--- src/design/tdse_pkg.sv ---
// Types, field codes, limits and helper functions for the time/date setting editor.
`default_nettype none

package tdse_pkg;

	localparam int FIELD_COUNT = 6;

	localparam logic [2:0] FLD_HOUR   = 3'd0;
	localparam logic [2:0] FLD_MINUTE = 3'd1;
	localparam logic [2:0] FLD_SECOND = 3'd2;
	localparam logic [2:0] FLD_DAY    = 3'd3;
	localparam logic [2:0] FLD_MONTH  = 3'd4;
	localparam logic [2:0] FLD_YEAR   = 3'd5;
	localparam logic [2:0] FLD_LAST   = 3'(FIELD_COUNT - 1);

	localparam logic KIND_SCAN = 1'b0;
	localparam logic KIND_ROLL = 1'b1;

	localparam logic [6:0] HOUR_MAX   = 7'd23;
	localparam logic [6:0] MINSEC_MAX = 7'd59;
	localparam logic [6:0] DAY_MAX    = 7'd31;
	localparam logic [6:0] MONTH_MAX  = 7'd12;
	localparam logic [6:0] YEAR_MAX   = 7'd99;

	typedef struct packed {
		logic kind;
		logic next_key;
		logic up_key;
		logic down_key;
		logic done_key;
	} cmd_item_t;

	typedef struct packed {
		logic       committed;
		logic       date_advanced;
		logic [2:0] selected_field;
		logic [4:0] hour_out;
		logic [5:0] minute_out;
		logic [5:0] second_out;
		logic [4:0] day_out;
		logic [3:0] month_out;
		logic [6:0] year_out;
	} res_item_t;

	typedef struct packed {
		logic [2:0] field_ptr;
		logic [4:0] hour;
		logic [5:0] minute;
		logic [5:0] second;
		logic [4:0] day;
		logic [3:0] month;
		logic [6:0] year;
	} clk_state_t;

	// one wrap-around step within lo..hi; below lo counts as the bottom
	function automatic logic [6:0] wrap_step(input logic [6:0] v, input logic [6:0] lo,
		input logic [6:0] hi, input logic up);
		logic [7:0] inc;
		begin
			inc = {1'b0, v} + 8'd1;
			if (up) begin
				wrap_step = (inc > {1'b0, hi}) ? lo : inc[6:0];
			end else begin
				wrap_step = (v > lo) ? (v - 7'd1) : hi;
			end
		end
	endfunction

	// year is always 0..99, so the century terms reduce to a multiple of four
	function automatic logic [4:0] month_len(input logic [3:0] m, input logic [6:0] y);
		begin
			if (m == 4'd4 || m == 4'd6 || m == 4'd9 || m == 4'd11) begin
				month_len = 5'd30;
			end else if (m == 4'd2) begin
				month_len = (y[1:0] == 2'b00) ? 5'd29 : 5'd28;
			end else begin
				month_len = 5'd31;
			end
		end
	endfunction

endpackage

`default_nettype wire

--- src/design/tdse_keys.sv ---
// Button-scan next state: pointer move, commit, up/down field steps.
`default_nettype none

module tdse_keys (
	input  var tdse_pkg::clk_state_t cur,
	input  var tdse_pkg::cmd_item_t  cmd,
	output tdse_pkg::clk_state_t     nxt,
	output logic                     committed
);
	import tdse_pkg::*;

	function automatic clk_state_t step_field(input clk_state_t s, input logic up);
		clk_state_t r;
		begin
			r = s;
			unique case (s.field_ptr)
				FLD_HOUR: begin
					r.hour = 5'(wrap_step(7'(s.hour), 7'd0, HOUR_MAX, up));
				end
				FLD_MINUTE: begin
					r.minute = 6'(wrap_step(7'(s.minute), 7'd0, MINSEC_MAX, up));
				end
				FLD_SECOND: begin
					r.second = 6'(wrap_step(7'(s.second), 7'd0, MINSEC_MAX, up));
				end
				FLD_DAY: begin
					r.day = 5'(wrap_step(7'(s.day), 7'd1, DAY_MAX, up));
				end
				FLD_MONTH: begin
					r.month = 4'(wrap_step(7'(s.month), 7'd1, MONTH_MAX, up));
				end
				FLD_YEAR: begin
					r.year = wrap_step(s.year, 7'd0, YEAR_MAX, up);
				end
				default: begin
					r = s;
				end
			endcase
			step_field = r;
		end
	endfunction

	clk_state_t s;

	always_comb begin
		s = cur;
		if (cmd.next_key) begin
			s.field_ptr = (cur.field_ptr == FLD_LAST) ? FLD_HOUR : (cur.field_ptr + 3'd1);
		end
		committed = cmd.done_key;
		if (cmd.done_key) begin
			s.field_ptr = FLD_HOUR;
		end else begin
			if (cmd.up_key) begin
				s = step_field(s, 1'b1);
			end
			if (cmd.down_key) begin
				s = step_field(s, 1'b0);
			end
		end
		nxt = s;
	end

endmodule

`default_nettype wire

--- src/design/tdse_roll.sv ---
// End-of-day check: advances day, month and year at 23:59:59.
`default_nettype none

module tdse_roll (
	input  var tdse_pkg::clk_state_t cur,
	output tdse_pkg::clk_state_t     nxt,
	output logic                     advanced
);
	import tdse_pkg::*;

	logic [5:0] day_inc;
	logic [4:0] mlen;
	logic [3:0] month_inc;

	assign day_inc   = {1'b0, cur.day} + 6'd1;
	assign mlen      = month_len(cur.month, cur.year);
	assign month_inc = cur.month + 4'd1;

	always_comb begin
		nxt      = cur;
		advanced = 1'b0;
		if (7'(cur.hour) == HOUR_MAX && 7'(cur.minute) == MINSEC_MAX
			&& 7'(cur.second) == MINSEC_MAX) begin
			advanced = 1'b1;
			if (day_inc > {1'b0, mlen}) begin
				nxt.day = 5'd1;
				if (7'(month_inc) > MONTH_MAX) begin
					nxt.month = 4'd1;
					nxt.year  = (cur.year == YEAR_MAX) ? 7'd0 : (cur.year + 7'd1);
				end else begin
					nxt.month = month_inc;
				end
			end else begin
				nxt.day = day_inc[4:0];
			end
		end
	end

endmodule

`default_nettype wire

--- src/design/time_date_set_editor.sv ---
// Top level of the time/date setting editor: item register, state and result register.
//
//   channel | dir | handshake              | payload
//   cmd     | in  | cmd_valid / cmd_stall  | kind, next_key, up_key, down_key, done_key
//   res     | out | res_valid / res_stall  | committed, date_advanced, selected_field, time/date
//
// One item per cycle while res is not stalled: the item is registered, then its result
// and the new state are computed from it and written together.
// Reset clears the state to zero with the pointer on hour; both stages empty.
// A stalled result holds; the item register still fills behind it, then cmd_stall rises.
`default_nettype none

module time_date_set_editor (
	input  var logic                clk,
	input  var logic                arst_n,
	input  var logic                cmd_valid,
	output logic                    cmd_stall,
	input  var tdse_pkg::cmd_item_t cmd,
	output logic                    res_valid,
	input  var logic                res_stall,
	output tdse_pkg::res_item_t     res
);
	import tdse_pkg::*;

	cmd_item_t  cmd_s1;
	logic       cmd_valid_s1;
	res_item_t  res_s2;
	logic       res_valid_s2;
	clk_state_t state_q;

	clk_state_t key_nxt;
	clk_state_t roll_nxt;
	clk_state_t state_n;
	logic       key_commit;
	logic       roll_adv;
	res_item_t  res_n;
	logic       out_free;
	logic       adv_s1;

	tdse_keys u_keys (
		.cur       (state_q),
		.cmd       (cmd_s1),
		.nxt       (key_nxt),
		.committed (key_commit)
	);

	tdse_roll u_roll (
		.cur      (state_q),
		.nxt      (roll_nxt),
		.advanced (roll_adv)
	);

	always_comb begin
		if (cmd_s1.kind == KIND_ROLL) begin
			state_n             = roll_nxt;
			res_n.committed     = 1'b0;
			res_n.date_advanced = roll_adv;
		end else begin
			state_n             = key_nxt;
			res_n.committed     = key_commit;
			res_n.date_advanced = 1'b0;
		end
		res_n.selected_field = state_n.field_ptr;
		res_n.hour_out       = state_n.hour;
		res_n.minute_out     = state_n.minute;
		res_n.second_out     = state_n.second;
		res_n.day_out        = state_n.day;
		res_n.month_out      = state_n.month;
		res_n.year_out       = state_n.year;
	end

	assign out_free  = !res_valid_s2 || !res_stall;
	assign adv_s1    = cmd_valid_s1 && out_free;
	assign cmd_stall = cmd_valid_s1 && !out_free;
	assign res_valid = res_valid_s2;
	assign res       = res_s2;

	always_ff @(posedge clk or negedge arst_n) begin
		if (!arst_n) begin
			cmd_valid_s1 <= 1'b0;
			res_valid_s2 <= 1'b0;
			state_q      <= '0;
		end else begin
			if (!cmd_stall) begin
				cmd_valid_s1 <= cmd_valid;
			end
			if (out_free) begin
				res_valid_s2 <= cmd_valid_s1;
			end
			if (adv_s1) begin
				state_q <= state_n;
			end
		end
	end

	always_ff @(posedge clk) begin
		if (cmd_valid && !cmd_stall) begin
			cmd_s1 <= cmd;
		end
		if (adv_s1) begin
			res_s2 <= res_n;
		end
	end

endmodule

`default_nettype wire

--- config.mk ---
export PLATFORM = sky130hd
export DESIGN_NAME = time_date_set_editor
export DESIGN_NICKNAME = d
export VERILOG_FILES = /design/src/design/tdse_pkg.sv /design/src/design/tdse_keys.sv /design/src/design/tdse_roll.sv /design/src/design/time_date_set_editor.sv
export SDC_FILE = /design/constraint.sdc
export NUM_CORES = 1
export LEC_CHECK = 0
export BUFFER_PORTS_ARGS = -buffer_cell sky130_fd_sc_hd__buf_2
export CORE_MARGIN = 3
export CORE_UTILIZATION = 45
export DETAILED_ROUTE_END_ITERATION = 8
export PLACE_DENSITY = 0.74
export SYNTH_ARGS = -nofsm -noshare
export SYNTH_HDL_FRONTEND = slang
export SYNTH_SLANG_ARGS = --single-unit
export TNS_END_PERCENT = 10
--- constraint.sdc ---
create_clock -name clk -period 4.79 [get_ports clk]
set_input_delay 0.7185 -clock clk [delete_from_list [all_inputs] [get_ports clk]]
set_output_delay 0.7185 -clock clk [all_outputs]
set_load 0.05 [all_outputs]
# After elaboration in Yosys (flattened, before gate mapping)
# Cells that the tools add are included.
totals:
  ff_bits: 81
  latch_bits: 0
  ram_bits: 0
  romBits: 0
  wordCells: 131
  memories: 0
classes:
  n_addsub: 16
  multipliers: 0
  n_div: 0
  order_cmp: 14
  eq_ne: 20
  n_shift: 0
  muxes: 42
  bitwise_logic: 0
  n_reduce_logical: 16
op_table:
  columns: ["op", "count"]
  rows:
  - ["33-bit 2-to-1 mux", 3]
  - ["36-bit 2-to-1 mux", 2]
  - ["5-bit 2-to-1 mux", 11]
  - ["6-bit 2-to-1 mux", 8]
  - ["7-bit 2-to-1 mux", 6]
  - ["4-bit 2-to-1 mux", 5]
  - ["5-bit by 1-bit adder with 6-bit output (second input constant)", 3]
  - ["16-bit 2-to-1 mux", 1]
  - ["3-bit == test (second input constant)", 5]
  - ["6-bit by 1-bit adder with 7-bit output (second input constant)", 2]
  - ["7-bit by 6-bit greater-than comparator with 1-bit output (second input constant)", 2]
  - ["3-bit by 2-bit == test with 1-bit output (second input constant)", 4]
  - ["6-bit == test (second input constant)", 2]
  - ["6-bit by 1-bit greater-than comparator with 1-bit output (second input constant)", 2]
  - ["6-bit by 5-bit greater-than comparator with 1-bit output (second input constant)", 2]
  - ["6-bit by 1-bit subtractor with 6-bit output (second input constant)", 2]
  - ["11-bit 2-to-1 mux", 1]
  - ["5-bit by 1-bit greater-than comparator with 1-bit output (second input constant)", 2]
  - ["5-bit by 1-bit subtractor with 5-bit output (second input constant)", 2]
  - ["3-bit 2-to-1 mux", 3]
  - ["7-bit by 1-bit adder with 8-bit output (second input constant)", 1]
  - ["4-bit by 3-bit == test with 1-bit output (second input constant)", 2]
  - ["4-bit == test (second input constant)", 2]
  - ["8-bit by 7-bit greater-than comparator with 1-bit output (second input constant)", 1]
  - ["other kinds (21)", 34]

# Longest topological paths before layout
# Gate-level depths: netlist (run 1).
logic_depth:
  ltp_word: 13
  depth_mapped: 17
  depth_no_buf: 16

# Hierarchy
# Synthesis (run 1) repeated with hierarchy kept, for this count alone.
unflattened:
  hier_cells: 834
  hier_area_um2: 7607.3
by_module_without_submodules:
  columns: ["mod", "n_inst", "cells_each", "area_per_inst_um2", "seq_area_each_um2"]
  rows:
  - ["tdse_keys", 1, 531, 3368.2, 0.0]
  - ["time_date_set_editor", 1, 169, 3316.9, 2242.2]
  - ["tdse_roll", 1, 134, 922.1, 0.0]

# Least setup slack after synthesis (run 1)
# OpenSTA, ideal clock, no wires.
synth_timing:
  path_kind: "reg2reg"
  from: "register state_q[16] (netlist bit)"
  to: "register res_s2, in the netlist res[18], data pin"
  arrival_ns: 3.108
  setup_slack_ns: 1.413
  path_stages_with_launch: 18
  path_buffers: 1
  synth_period_minus_slack_ns: 3.377
  cell_sequence: "dfrtp_1 clkbuf_1 inv_1 ha_1 o21ai_0 nand3_1 o21ai_2 nand2_2 nand2b_1 nor2_1 a21oi_1 ha_1 inv_1 a221o_1 a2111o_1 nor3b_1 a21oi_1 o21ai_0"
synth_lines:
  columns: ["item", "line_no", "text"]
  rows:
  - ["start: declaration", "time_date_set_editor.sv:29", "clk_state_t state_q;"]
  - ["start signal: assignment", "time_date_set_editor.sv:91", "state_q <= state_n;"]
  - ["end signal: assignment", "time_date_set_editor.sv:101", "res_s2 <= res_n;"]
  - ["end: declaration", "time_date_set_editor.sv:27", "res_item_t res_s2;"]

==> results_dict.tcl, run 1 <==
set metrics [dict create \
    grt_busiest_layer "met2" \
    drc_errors 0 \
    grt.total_usage_pct 21.4 \
    syn_area_per_cell_um2 8.23 \
    syn-cell-area_um2 7040 \
    maxSlewViolCount 0 \
    hold_path_class "flop to flop" \
    final_cell_area_um2 7600 \
    ios 49 \
    synthArstFlopShare_pct 46.9 \
    status "completed" \
    rsz0062_at_grt "false" \
    clockBufferDepth 2 \
    switching_share_pct 47.5 \
    hold_viol 0 \
    slew_headroom_pct 31.1 \
    wirelength_um 18000 \
    wl_per_cell_um 16.8 \
    worst_slew_pin_slew_ns 1.03 \
    firstDrtPassIters 6 \
    post-cts-setup-buffers 0 \
    cts_resized 0 \
    port_buffers 48 \
    synthCells 856 \
    avgViaCountPerCell 6.13 \
    seqPwrFrac_pct 33.0 \
    p_clk_share_pct 18.3 \
    yosysUniqueCellTypes 92 \
    dp_hpwl_um 12600 \
    coreArea_um2 15300 \
    p_switching_mw 2.01 \
    ys_seq_area_share_pct 31.8 \
    required_ns 4.97 \
    setup-tns-final_ns 0 \
    cts_tree "built" \
    worstPathArrival_ns 4.01 \
    p_int_mw 2.21 \
    clock_latency_ns 0.36 \
    syn_nets 891 \
    die_h_um 131 \
    antenna_found_initial 0 \
    drive_gt1_share_pct 13.8 \
    period_share_pct 80.1 \
    path_clk_slew_ns 0.07 \
    setup_viol 0 \
    skew_ns 0.0139 \
    crit_type "flop to flop" \
    nets 892 \
    ys_dominant_reg_cell "edfxtp_1" \
    die_area_um2 17200 \
    h-tree-depth 3 \
    antenna_cells 0 \
    gp_congestion 0.916 \
    gr-total-overflow 0 \
    p_total_mw 4.22 \
    synth-edff-count 43 \
    cap_violations 0 \
    syn2layout_area_growth_pct 7.96 \
    initial_core_util_pct 46.2 \
    use_met2_pct 33.3 \
    vdd_ir_drop_max_v 0.000252 \
    grt_max_degree 39 \
    drtAntennaViolNets 0 \
    grt_pass1_wl_um 29400 \
    die_w_um 131 \
    synth-warning-count 0 \
    met3_usage_pct 4.58 \
    postCtsHoldBufs 0 \
    place_inst 1057 \
    cts_buffers 9 \
    combPwrFrac_pct 48.7 \
    cts_num_sinks 81 \
    power_leakage_nw 2.86 \
    powerDensity_nw_per_um2 555 \
    clockRootBuffer "clkbuf_16" \
    synth_seq_cells 81 \
    num_vias 6582 \
    placement.cell_area_um2 7280 \
    worstSetupEndpointType "flop" \
    cp_max_fo 15 \
    grt_pass1_vias 5908 \
    period_needed_ns 3.84 \
    rows 45 \
    use_met1_pct 29.9 \
    fmax_mhz 261 \
    worst_setup_path_start_kind "flop" \
    stdcell_count 1073 \
    drt_iter0_drc 738 \
    fillers 1463 \
]
[layer usage]
layer | vias to the layer above | share of wire, %
met5 | - | 0
met4 | 0 | 2.0
met3 | 36 | 7.1
met2 | 252 | 45
met1 | 3108 | 46
li1 | 3186 | -
[worst max-delay path, cell delays in order (launching register included)]
cell,delay (ns)
dfrtp_1,0.61
ha_1,0.40
a21o_1,0.12
a21boi_1,0.08
o211ai_1,0.37
nand2_2,0.20
nand2b_1,0.16
nor2_1,0.05
a21oi_1,0.21
ha_1,0.22
nand2_1,0.13
a2111oi_4,0.47
nor3_1,0.08
a31oi_1,0.17
o32ai_1,0.13
a221oi_2,0.25
[sequential cells by signal (all words and copies together), names as in the netlist]
name / count
res: 38
state_q: 36
cmd_s1: 5
cmd_valid_s1: 1
res_valid: 1
[placed cells by master (no fill, tap or decap), types with 13 or more instances in the layout]
master / Yosys / routed
o31ai_1: 16 / 16
ha_1: 26 / 26
a22oi_1: 14 / 14
a31oi_1: 15 / 15
buf_2: 15 / 48
nand2_1: 122 / 122
nor2_1: 65 / 65
edfxtp_1: 43 / 43
nand2b_1: 14 / 14
a21oi_1: 51 / 51
nand3_1: 33 / 33
and3_1: 13 / 13
dfrtp_1: 38 / 38
xnor2_1: 18 / 18
inv_1: 30 / 29
o21ai_0: 65 / 65
nor3_1: 15 / 15
[cell type report]
type | count | area [um^2] | share of cell area, %
clock buffers | 9 | 225 | 2.96
clock inverters | 7 | 101 | 1.33
inverters | 30 | 113 | 1.48
multi-input cells | 683 | 4390 | 57.7
flip-flops and latches | 81 | 2240 | 29.5
well taps | 211 | 264 | 3.47
repair buffers | 52 | 270 | 3.55
[path summary, 6_finish.rpt]
path / startpoint / end / slack, ns / depth (start not counted)
worst min-delay path: cmd_valid_s1 / res_valid / 0.51 / 1
worst max register to register: state_q[16] / res[20] / 0.95 / 15
max in group asynchronous: arst_n / state_q[15] / 3.60 / 1
worst min register to register: cmd_valid_s1 / res_valid / 0.51 / 1
min in group asynchronous: arst_n / state_q[29] / 0.55 / 1
worst max-delay path: state_q[16] / res[20] / 0.95 / 15
[kinds of logic after synthesis]
logic type | after synthesis | share of synthesized area (%)
AOI/OAI and AO/OA | 281 | 27.8
DFF | 81 | 31.8
adders and majority gates | 26 | 4.62
buffers and inverters | 92 | 5.86
and+or+nand+nor | 338 | 24.3
muxes | 18 | 2.77
xor gates and xnor gates | 20 | 2.75
[cells in the mapped netlist (all sizes together) (15+ instances only)]
master | number | share of area (%)
o21ai | 79 | 5.7
buf | 27 | 2.4
ha | 26 | 4.6
nor3 | 17 | 1.4
nor2 | 65 | 3.5
edfxtp | 43 | 18
nand2 | 125 | 6.8
xnor2 | 18 | 2.2
inv | 30 | 1.6
o31ai | 16 | 1.7
clkbuf | 35 | 1.9
and3 | 15 | 1.5
dfrtp | 38 | 14
nand3 | 35 | 2.8
a21oi | 51 | 3.6
a31oi | 16 | 1.5
[power by group through the flow]
stage	registers [mW]	logic, mW	clock network (mW)
2_1_floorplan	1.35	1.68	0
3_3_place_gp	1.39	2.00	0
3_5_place_dp	1.39	2.03	0
4_1_cts	1.38	2.04	0.785
5_1_grt	1.44	2.29	0.810
6_report	1.39	2.06	0.773
[metrics by stage]
| step | setup slack, ns | utilization, % | hold slack [ns] |
|---|---|---|---|
| after floorplan | 1.41 | - | 0.423 |
| after global placement | 1.17 | 47.7 | 0.481 |
| after detailed placement | 1.02 | 47.7 | 0.502 |
| after CTS | 0.982 | 49.8 | 0.509 |
| after global routing | 0.594 | 49.8 | 0.518 |
| final | 0.953 | 49.8 | 0.506 |
Note: power is estimated with default switching activity, not from simulation.
==> run 2: changes to the inputs <==
--- a/config.mk
+++ b/config.mk
@@ -9,7 +9,7 @@
 export CORE_MARGIN = 3
 export CORE_UTILIZATION = 45
 export DETAILED_ROUTE_END_ITERATION = 8
-export PLACE_DENSITY = 0.74
+export PLACE_DENSITY = 0.77
 export SYNTH_ARGS = -nofsm -noshare
 export SYNTH_HDL_FRONTEND = slang
 export SYNTH_SLANG_ARGS = --single-unit
==> constraint.sdc (replaced) <==
create_clock -name clk -period 3.32 [get_ports clk]
set_input_delay 0.498 -clock clk [delete_from_list [all_inputs] [get_ports clk]]
set_output_delay 0.498 -clock clk [all_outputs]
set_load 0.05 [all_outputs]
==> run 2 against run 1 <==
Register-to-register slack got worse by 0.86 ns; die area unchanged; via count increased by 5.0%; count of clock-buffer cells in the layout unchanged; clock power increased by 29%; hold slack got worse by 0.19 ns; critical path depth decreased by 1; utilization increased by 3.7 points; combinational power increased by 75%; flip-flop and latch count unchanged; wire length increased by 5.9%; cell area increased by 7.4%; largest power group unchanged.
==> results_dict.tcl, run 2 (synthesis gave the netlist of run 1 again) <==
set metrics [dict create \
    grt_pass1_vias 6098 \
    port_buffers 48 \
    use_met1_pct 32.0 \
    gp_congestion 0.952 \
    seqPwrFrac_pct 27.9 \
    p_switching_mw 3.06 \
    firstDrtPassIters 8 \
    postCtsHoldBufs 0 \
    antenna_cells 0 \
    ios 49 \
    wirelength_um 19000 \
    avgViaCountPerCell 6.09 \
    largest_register_ffs 38 \
    rows 45 \
    slew_headroom_pct 28.6 \
    die_h_um 131 \
    initial_core_util_pct 46.2 \
    vdd_ir_drop_max_v 0.000348 \
    wl_per_cell_um 16.8 \
    worst_setup_path_start_kind "flop" \
    drc_errors 0 \
    gr-total-overflow 0 \
    grt.total_usage_pct 22.2 \
    path_clk_slew_ns 0.07 \
    clockRootBuffer "clkbuf_16" \
    use_met2_pct 34.2 \
    worst_slew_pin_slew_ns 1.07 \
    grt_busiest_layer "met2" \
    holdWs_ns 0.313 \
    layout_common_cells "120 x nand2_1, 63 x nor2_1, 62 x buf_4" \
    die_area_um2 17200 \
    powerDensity_nw_per_um2 783 \
    cts_num_sinks 81 \
    drive_gt1_share_pct 22.8 \
    required_ns 3.41 \
    worstPathArrival_ns 3.31 \
    clockBufferDepth 2 \
    met3_usage_pct 3.53 \
    worstSetupEndpointType "flop" \
    place_inst 1109 \
    final_common_cell "nand2_1" \
    cts_tree "built" \
    status "completed" \
    fmax_mhz 310 \
    nets 953 \
    p_clk_share_pct 15.6 \
    cp_max_fo 11 \
    drtAntennaViolNets 0 \
    die_w_um 131 \
    p_total_mw 6.39 \
    switching_share_pct 47.9 \
    syn2layout_area_growth_pct 15.9 \
    hold_viol 0 \
    skew_ns 0.0123 \
    hold_path_class "input pin to flop" \
    maxSlewViolCount 0 \
    grt_pass1_wl_um 30600 \
    dp_hpwl_um 13400 \
    coreArea_um2 15300 \
    cap_violations 0 \
    clock_latency_ns 0.36 \
    period_share_pct 97.1 \
    h-tree-depth 3 \
    num_vias 6911 \
    period_needed_ns 3.22 \
    power_leakage_nw 3.16 \
    grt_max_degree 39 \
    combPwrFrac_pct 56.5 \
    crit_type "flop to flop" \
    drt_iter0_drc 650 \
    p_int_mw 3.33 \
    cts_buffers 9 \
    rsz0062_at_grt "true" \
    stdcell_count 1134 \
    setup_viol 0 \
    antenna_found_initial 0 \
]
==> run 2: routing by layer <==
layer,part of all wire [%],up-vias
li1,-,3308
met1,46,3294
met2,45,273
met3,7.1,36
met4,2.0,0
met5,0,-
==> run 2: area by class of cell <==
| class | count | area (um^2) |
|---|---|---|
| Fill cell | 1428 | 7100 |
| Multi-Input combinational cell | 683 | 4510 |
| Sequential cell | 81 | 2250 |
| Timing Repair Buffer | 113 | 739 |
| Tap cell | 211 | 264 |
| Clock buffer | 9 | 225 |
| Inverter | 30 | 113 |
| Clock inverter | 7 | 60.1 |
==> run 2: final timing paths <==
kind | startpoint | endpoint | slack [ns] | cells after the start
worst max-delay path | state_q[16] | res[18] | 0.1 | 14
worst min-delay path | cmd[4] | cmd_s1[4] | 0.31 | 1
worst max register to register | state_q[16] | res[18] | 0.1 | 14
worst min register to register | cmd_valid_s1 | res_valid | 0.52 | 1
max in group asynchronous | arst_n | state_q[22] | 2.24 | 1
min in group asynchronous | arst_n | state_q[26] | 0.34 | 1
==> run 2: what timing repair did <==
item                                    4_1_cts  5_1_grt
buffers inserted                              0        9
endpoints found under the setup margin        0       25
resized for setup                             0       43
==> run 2: per-stage QoR <==
stage / instance area (um^2) / setup TNS [ns] / setup slack [ns] / utilization (%)
finish: 8160 / 0 / 0.0972 / 53.5
global route: 8160 / -0.120 / -0.0352 / 53.5
CTS: 7950 / 0 / 0.00738 / 52.1
detailed placement: 7670 / 0 / 0.0328 / 50.2
global placement: 7670 / 0 / 0.123 / 50.2
floorplan: 7040 / 0 / 0.0493 / -
==> run 2: worst max-delay path, cell delays in order (launching register included) <==
cell      delay (ns)
dfrtp_2         0.45
buf_6           0.16
and2_4          0.16
o31a_1          0.24
o21ai_2         0.20
nand2_2         0.12
buf_6           0.15
a22oi_2         0.16
ha_2            0.25
inv_2           0.04
a221o_1         0.25
a2111o_1        0.39
nor3b_4         0.17
a21oi_2         0.13
o21ai_1         0.07
==> run 2: power by group through the flow <==
| stage | combinational [mW] | clock (mW) | sequential [mW] |
|---|---|---|---|
| after floorplan | 2.43 | 0 | 1.95 |
| after global placement | 3.38 | 0 | 1.76 |
| after detailed placement | 3.42 | 0 | 1.77 |
| after CTS | 3.44 | 1.01 | 1.75 |
| after global routing | 3.99 | 1.06 | 1.83 |
| final | 3.61 | 1.00 | 1.78 |
